<file path="src/rtl/mpa_pkg.sv">
`timescale 1ns / 1ps
package mpa_pkg;

	localparam int OBS_COUNT   = 4;
	localparam int MAX_HIDDEN  = 64;
	localparam int MAX_OUTPUTS = 8;
	localparam int PARAM_DEPTH = 1024;
	localparam int FRAC_BITS   = 16;
	localparam int TANH_LIMIT  = 256;
	localparam int DIV_STEPS   = 32 + FRAC_BITS;

	localparam logic [63:0] EXP_STEP_FRAC = 64'd277001592;

	// operation codes
	localparam logic OP_WRITE = 1'b0;
	localparam logic OP_ACT   = 1'b1;

	// configuration register indexes
	localparam logic [1:0] CFG_MODEL_LOADED = 2'd0;
	localparam logic [1:0] CFG_HIDDEN_COUNT = 2'd1;
	localparam logic [1:0] CFG_OUTPUT_COUNT = 2'd2;

	localparam logic [2:0] ACTION_COAST = 3'd1;

	typedef enum logic [3:0] {
		S_IDLE,
		S_SC_RD,
		S_SC_GO,
		S_SC_WAIT,
		S_B_RD,
		S_B_LD,
		S_W_RD,
		S_W_MUL,
		S_W_ACC,
		S_POST,
		S_DONE
	} mpa_state_t;

	typedef struct packed {
		logic       cap;
		logic       wr_param;
		logic [9:0] rd_addr;
		logic [5:0] h_rd_addr;
		logic       div_start;
		logic [1:0] obs_idx;
		logic       acc_load;
		logic       mul_en;
		logic       acc_en;
		logic       layer2;
		logic       h_wr;
		logic [5:0] n_idx;
		logic       arg_upd;
		logic       arg_first;
		logic       out_load;
		logic       out_coast;
	} mpa_cmd_t;

	typedef struct packed {
		logic div_done;
		logic out_full;
	} mpa_status_t;

	typedef logic [16:0] tanh_tab_t [0:TANH_LIMIT];

	// tanh magnitude table in Q16, built at elaboration
	function automatic tanh_tab_t build_tanh_tab();
		tanh_tab_t   tab;
		logic [63:0] e;
		logic [63:0] d;
		logic [63:0] num;
		logic [63:0] rem;
		logic [63:0] q;
		int          n;
		int          b;
		e = 64'h1_0000_0000;
		for (n = 0; n <= TANH_LIMIT; n++) begin
			d   = e + 64'h1_0000_0000;
			num = (64'd1 << 49) + (d >> 1);
			rem = '0;
			q   = '0;
			for (b = 63; b >= 0; b--) begin
				rem = {rem[62:0], num[b]};
				if (rem >= d) begin
					rem  = rem - d;
					q[b] = 1'b1;
				end
			end
			tab[n] = 17'(64'd65536 - q);
			e = e + (e >> 32) * EXP_STEP_FRAC + (((e & 64'hFFFF_FFFF) * EXP_STEP_FRAC) >> 32);
		end
		return tab;
	endfunction

	localparam tanh_tab_t TANH_TAB = build_tanh_tab();

endpackage

</file>
<file path="src/rtl/mpa_ctrl.sv">
`timescale 1ns / 1ps
module mpa_ctrl (
	input  logic                 clk,
	input  logic                 arst_n,
	input  logic                 in_valid,
	output logic                 in_ready,
	input  logic                 operation,
	input  logic                 cfg_we,
	input  logic [1:0]           cfg_index,
	input  logic [6:0]           cfg_data,
	input  logic                 out_ready,
	input  mpa_pkg::mpa_status_t st,
	output mpa_pkg::mpa_cmd_t    cmd
);
	import mpa_pkg::*;

	mpa_state_t state_q, state_d;
	logic        loaded_q;
	logic [6:0]  hcount_q;
	logic [3:0]  ocount_q;
	logic [5:0]  i_q;
	logic [5:0]  n_q;
	logic [9:0]  w_ptr_q;
	logic        layer2_q;
	logic        coast_q;
	logic [6:0]  h_eff;
	logic [3:0]  o_eff;
	logic [9:0]  b_b1;
	logic [9:0]  b_w2;
	logic [9:0]  b_b2;
	logic        accept;
	logic        i_last;
	logic        n_last;
	logic        slot_free;

	// configuration registers
	always_ff @(posedge clk or negedge arst_n) begin
		if (!arst_n) begin
			loaded_q <= 1'b0;
			hcount_q <= 7'd16;
			ocount_q <= 4'd3;
		end else if (cfg_we) begin
			unique case (cfg_index)
				CFG_MODEL_LOADED: loaded_q <= cfg_data[0];
				CFG_HIDDEN_COUNT: hcount_q <= cfg_data;
				CFG_OUTPUT_COUNT: ocount_q <= cfg_data[3:0];
				default: ;
			endcase
		end
	end

	// clamp counts and derive the parameter layout
	always_comb begin
		if (hcount_q == '0)
			h_eff = 7'd1;
		else if (hcount_q > 7'(MAX_HIDDEN))
			h_eff = 7'(MAX_HIDDEN);
		else
			h_eff = hcount_q;
		if (ocount_q == '0)
			o_eff = 4'd1;
		else if (ocount_q > 4'(MAX_OUTPUTS))
			o_eff = 4'(MAX_OUTPUTS);
		else
			o_eff = ocount_q;
	end
	assign b_b1 = 10'(OBS_COUNT) + {1'b0, h_eff, 2'b0};
	assign b_w2 = b_b1 + {3'b0, h_eff};
	assign b_b2 = b_w2 + ({3'b0, h_eff} * {6'b0, o_eff});

	assign accept    = in_valid && in_ready;
	assign i_last    = layer2_q ? ({1'b0, i_q} == h_eff - 7'd1) : (i_q == 6'(OBS_COUNT - 1));
	assign n_last    = layer2_q ? ({1'b0, n_q} == {3'b0, o_eff} - 7'd1)
	                            : ({1'b0, n_q} == h_eff - 7'd1);
	assign slot_free = !st.out_full || out_ready;

	// next state
	always_comb begin
		state_d = state_q;
		unique case (state_q)
			S_IDLE:    if (accept && operation == OP_ACT) state_d = loaded_q ? S_SC_RD : S_DONE;
			S_SC_RD:   state_d = S_SC_GO;
			S_SC_GO:   state_d = S_SC_WAIT;
			S_SC_WAIT: if (st.div_done) state_d = i_last ? S_B_RD : S_SC_RD;
			S_B_RD:    state_d = S_B_LD;
			S_B_LD:    state_d = S_W_RD;
			S_W_RD:    state_d = S_W_MUL;
			S_W_MUL:   state_d = S_W_ACC;
			S_W_ACC:   state_d = i_last ? S_POST : S_W_RD;
			S_POST:    state_d = (n_last && layer2_q) ? S_DONE : S_B_RD;
			S_DONE:    if (slot_free) state_d = S_IDLE;
			default:   state_d = S_IDLE;
		endcase
	end

	// outputs
	always_comb begin
		cmd           = '0;
		cmd.cap       = accept && operation == OP_ACT;
		cmd.wr_param  = accept && operation == OP_WRITE;
		cmd.h_rd_addr = i_q;
		cmd.obs_idx   = i_q[1:0];
		cmd.layer2    = layer2_q;
		cmd.n_idx     = n_q;
		cmd.out_coast = coast_q;
		in_ready      = (state_q == S_IDLE);
		unique case (state_q)
			S_SC_RD, S_SC_GO, S_SC_WAIT: cmd.rd_addr = {8'b0, i_q[1:0]};
			S_B_RD, S_B_LD: cmd.rd_addr = (layer2_q ? b_b2 : b_b1) + {4'b0, n_q};
			default: cmd.rd_addr = w_ptr_q;
		endcase
		unique case (state_q)
			S_SC_GO: cmd.div_start = 1'b1;
			S_B_LD:  cmd.acc_load  = 1'b1;
			S_W_MUL: cmd.mul_en    = 1'b1;
			S_W_ACC: cmd.acc_en    = 1'b1;
			S_POST: begin
				cmd.h_wr      = !layer2_q;
				cmd.arg_upd   = layer2_q;
				cmd.arg_first = (n_q == '0);
			end
			S_DONE:  cmd.out_load  = slot_free;
			default: ;
		endcase
	end

	// state and loop counters
	always_ff @(posedge clk or negedge arst_n) begin
		if (!arst_n) begin
			state_q  <= S_IDLE;
			i_q      <= '0;
			n_q      <= '0;
			w_ptr_q  <= '0;
			layer2_q <= 1'b0;
			coast_q  <= 1'b0;
		end else begin
			state_q <= state_d;
			unique case (state_q)
				S_IDLE: begin
					i_q      <= '0;
					n_q      <= '0;
					layer2_q <= 1'b0;
					w_ptr_q  <= 10'(OBS_COUNT);
					coast_q  <= !loaded_q;
				end
				S_SC_WAIT: if (st.div_done) i_q <= i_last ? 6'd0 : i_q + 6'd1;
				S_W_ACC: begin
					i_q     <= i_last ? 6'd0 : i_q + 6'd1;
					w_ptr_q <= w_ptr_q + 10'd1;
				end
				S_POST: begin
					if (n_last) begin
						n_q      <= '0;
						layer2_q <= 1'b1;
						w_ptr_q  <= b_w2;
					end else begin
						n_q <= n_q + 6'd1;
					end
				end
				default: ;
			endcase
		end
	end

endmodule

</file>
<file path="config.mk">
export PLATFORM = sky130hd
export DESIGN_NAME = mpa_ctrl
export DESIGN_NICKNAME = d
export VERILOG_FILES = /design/src/rtl/mpa_pkg.sv /design/src/rtl/mpa_ctrl.sv
export SDC_FILE = /design/constraint.sdc
export NUM_CORES = 1
export LEC_CHECK = 0
export BUFFER_PORTS_ARGS = -buffer_cell sky130_fd_sc_hd__buf_2
export CORE_UTILIZATION = 60
export DETAILED_ROUTE_END_ITERATION = 7
export GPL_TIMING_DRIVEN = 0
export PLACE_DENSITY_LB_ADDON = 0.05
export SLEW_MARGIN = 15
export SYNTH_ARGS = -nofsm -noshare
export SYNTH_HDL_FRONTEND = slang
export SYNTH_SLANG_ARGS = --single-unit
</file>
<file path="constraint.sdc">
create_clock -name clk -period 11.5 [get_ports clk]
set_input_delay 0.575 -clock clk [delete_from_list [all_inputs] [get_ports clk]]
set_output_delay 0.575 -clock clk [all_outputs]
set_load 0.01 [all_outputs]
</file>
# Yosys cells after proc, flatten, opt, wreduce, memory -nomap -nowiden
# Cells that the tools add are included.
word_totals:
  out_inout_bits: 37
  reg_bits: 40
classes:
  n_eq_ne: 20
  reduce_logical: 25
  bitwise_logic: 1
  add_sub_neg: 9
  mul: 1
  n_mux: 32
  order_cmp: 2
ops:
  columns: ["operator", "count"]
  rows:
  - ["4-bit one-hot mux with 11 select lines", 1]
  - ["4-bit two-way mux", 8]
  - ["10-bit one-hot mux with 3 select lines", 1]
  - ["6-bit by 7-bit == test with 1-bit output", 3]
  - ["10-bit two-way mux", 2]
  - ["10-bit one-hot mux with 2 select lines", 1]
  - ["6-bit two-way mux", 3]
  - ["6-bit one-hot mux with 3 select lines", 1]
  - ["4-bit by 3-bit == test with 1-bit output (second input constant)", 4]
  - ["7-bit two-way mux", 2]
  - ["6-bit by 1-bit adder with 6-bit output (second input constant)", 2]
  - ["4-bit == test (second input constant)", 3]
  - ["6-bit one-hot mux with 2 select lines", 1]
  - ["2-bit AND reduction", 6]
  - ["10-bit by 1-bit adder with 10-bit output (second input constant)", 1]
  - ["10-bit adder", 1]
  - ["10-bit by 6-bit adder with 10-bit output", 1]
  - ["10-bit by 7-bit adder with 10-bit output", 1]
  - ["3-bit by 9-bit adder with 10-bit output (first input constant)", 1]
  - ["7-bit by 4-bit multiplier with 10-bit output", 1]
  - ["1-bit two-way mux", 9]
  - ["4-bit by 2-bit == test with 1-bit output (second input constant)", 2]
  - ["4-bit zero test", 2]
  - ["7-bit > comparator (second input constant)", 1]
  - ["24 further kinds", 32]

# Depth between registers and ports, before layout
logic_depth:
  depth_word: 9
  depth_mapped: 23

# Worst setup path after synthesis
# Ideal clock, no wire load.
synth_path:
  path_type: "register to output"
  start: "register hcount_q[6]"
  end: "output cmd[33] (netlist name)"
  slack_ps: 5942
  path_stages_with_launch: 22
  arrival_time_ps: 4983
  path_buffers: 1
  required_time_ps: 10925
  cell_sequence: "dfrtp_1 > buf_2 > nor4_1 > a21oi_2 > inv_2 > nand2_1 > fa_1 > fa_1 > fa_1 > inv_1 > ha_1 > a21o_1 > a211oi_1 > o21ai_0 > ha_1 > inv_1 > nor2_1 > o31ai_1 > a211oi_1 > nand2_1 > a2111o_1 > nand3_1"
synth_lines:
  columns: ["element", "line", "text"]
  rows:
  - ["from (decl)", "mpa_ctrl.sv:19", "logic [6:0] hcount_q;"]
  - ["from (signal assigned)", "mpa_ctrl.sv:45", "CFG_HIDDEN_COUNT: hcount_q <= cfg_data;"]
  - ["to (decl)", "mpa_ctrl.sv:13", "output mpa_pkg::mpa_cmd_t cmd"]

==> metrics.yaml <==
fp-row-count: 32
avgViaCountPerCell: 6.26
port_buffers: 53
syn_area_per_cell_um2: 7.99
gp_congestion: 0.958
setup_violations: 0
peakVddDrop_v: 0.000142
cts_buffers: 5
rsz0062_at_grt: "false"
htree_levels: 2
cts.sinks: 40
critical_path_peak_fanout: 10
required_ns: 10.93
postRouteAntennaNets: 0
fp.dieArea_um2: 8410
slowest_stage: "dfstp_2"
synth.distinct_cells: 81
hold_class: "in -> async"
post_cts_buffers: 0
max_freq_mhz: 149
die_w_um: 91.7
grt_pass1_vias: 4563
ys_ff_latch: 40
yosysWarnings: 0
tns_ns: 0
fin_crit_ns: 6.71
fin_util: 0.688
cp_slowest_stage_delay_ns: 0.57
worst_pin_slew_ns: 0.983
grt_pass1_wl_um: 22100
fin_crit_sh: 0.584
drt-total-wl_um: 13400
post_cts_resize_count: 0
syn-num-nets: 673
slew_viol_final: 0
synth_top_area_cell: "dfrtp_1"
synth-edff-count: 0
area_growth_pct: 10.7
cellLeakagePower_nw: 2.50
antennaDiodeCount: 0
reg2reg_depth: 13
cp-start-kind: "flop"
yosysMostFrequentCell: "nor2_1"
drive_gt1_frac: 0.167
firstDrtPassIters: 6
power_density_nw_per_um2: 191
num_vias: 4805
cts_tree: "done"
dpl.hpwl_um: 10300
grt_overflow: 0
ctsHoldBuffers: 0
netlist_top_cells_area: "dfrtp_1 19%, ha_1 8.6%, fa_1 7.9%, nor2_1 5.1%, nand2_1 4.3%"
syn_area_um2: 4830
synthTopCellsByCount: "65 x nor2_1, 55 x nand2_1, 50 x inv_1"
async_flop_share: 1.00
endpoint_kind: "output pin"
start_util: 0.621
worstSetupPathType: "reg -> out"
drc: 0
core_area_um2: 7770
clock_path_buffers: 2
fillers: 683
skew_ns: 0.0157
grt_max_degree: 41
postSynthCellCount: 604
root_buffer: "clkbuf_8"
finalHoldViolCount: 0
synth-main-ff-cell: "dfrtp_1"
grt_use_total: 0.330
hold_ws_ns: 0.423
antenna_found_initial: 0
dr.first_iter.drc_count: 331
cap_violations: 0
ys_seq_area_frac: 0.208
crit_chain: "clkbuf_1 -> nor2_1 -> a21oi_2 -> inv_2 -> nand2_1 -> fa_1 -> fa_1 -> fa_1 -> inv_1 -> ha_1 -> xnor2_1 -> a21oi_1 -> ha_1 -> nand2_1 -> o21ai_0 -> o31ai_1 -> a211oi_1 -> nand2_1 -> a2111o_1 -> nand3_1 -> buf_2"
synth_top_area_frac: 0.192
max_slew_margin: 0.345
fin_nets: 733
die_h_um: 91.7
clk_latency_ns: 0.31
drt-wirelength-per-cell_um: 17.4
clkTransAtPathRegs_ns: 0.09
status: "completed"
pin_count: 54
arrival_ns: 6.14
==> flip-flops by register name (all words and copies together) (netlist names) <==
name / cells
w_ptr_q: 10
hcount_q: 7
i_q: 6
n_q: 6
ocount_q: 4
state_q: 4
coast_q: 1
layer2_q: 1
loaded_q: 1
==> cells by family after synthesis <==
kind of cell | count (synthesis) | synth area share
simple gates | 232 | 0.245
compound gates | 151 | 0.219
buf+inv | 85 | 0.0726
fa+ha+maj | 52 | 0.164
flops | 40 | 0.208
xor+xnor | 26 | 0.0500
mux | 18 | 0.0407
==> final cells by class <==
cell class / count / area (µm²) / area share
Tap cell: 102 / 128 / 0.0239
Clock inverter: 2 / 38.8 / 0.00726
Timing Repair Buffer: 53 / 265 / 0.0497
Inverter: 54 / 203 / 0.0379
Sequential cell: 40 / 1000 / 0.188
Clock buffer: 6 / 82.6 / 0.0155
Multi-Input combinational cell: 479 / 3470 / 0.650
Buffer: 31 / 148 / 0.0276
==> metal layers <==
layer,vias up,GRT usage,part of all wire
met4,0,0.125,0.030
met2,205,0.544,0.47
met5,-,0,0
met3,30,0.0373,0.058
met1,2305,0.447,0.44
li1,2265,-,-
==> metrics by stage <==
step | power, W | instance area [µm²] | cells | worst slack [ns]
after floorplan | 0.000706 | 4830 | 604 | 5.94
after global placement | 0.000863 | 5220 | 759 | 5.34
after detailed placement | 0.000884 | 5220 | 759 | 5.22
after CTS | 0.00101 | 5340 | 767 | 4.89
after global routing | 0.00111 | 5340 | 767 | 4.45
final | 0.00102 | 5340 | 767 | 4.79
==> worst max-delay path: cells and delay by family (launching register included) <==
kind            cells  cell delay [ns]
fa+ha+maj           5             2.21
buf+inv             4             0.68
simple gates        5             0.52
xor+xnor            1             0.18
compound gates      6             1.69
flops               1             0.57
==> cell usage in the layout, fill, tap and decap left out, drive strengths merged, types with 4 or more instances in the layout <==
cell type  count
dfrtp         37
or3            4
nor2b          8
a22o           4
a21oi         19
xnor2         20
a31oi         10
nor2          65
and2           8
nand2         55
or2            5
a32o           4
buf           66
mux2          13
fa            19
nor3          23
a21o           8
nor4           6
o21bai         4
ha            33
and3          13
o21ai         44
xor2           5
clkbuf        24
nand2b        11
o21a           5
mux2i          5
nor3b          4
a211oi         8
o31ai          8
nand3         13
o221ai         5
inv           53
a2111oi        5
==> report_power, final <==
group          leakage [nW]  switching (W)  internal [W]  total [W]
Combinational          1.92       0.000427      0.000265   0.000692
Clock                0.0614      0.0000571     0.0000711   0.000128
Sequential            0.514      0.0000361      0.000167   0.000203
==> final timing paths <==
path	from	to	slack [ns]
max	hcount_q[4]	cmd[33]	4.79
min	arst_n	ocount_q[3]	0.42
max reg2reg	hcount_q[4]	w_ptr_q[7]	7.57
min reg2reg	coast_q	coast_q	0.51
max in group asynchronous	arst_n	i_q[4]	10.47
min in group clk	cfg_data[6]	hcount_q[6]	0.50
Note: power is estimated with default switching activity, not from simulation.
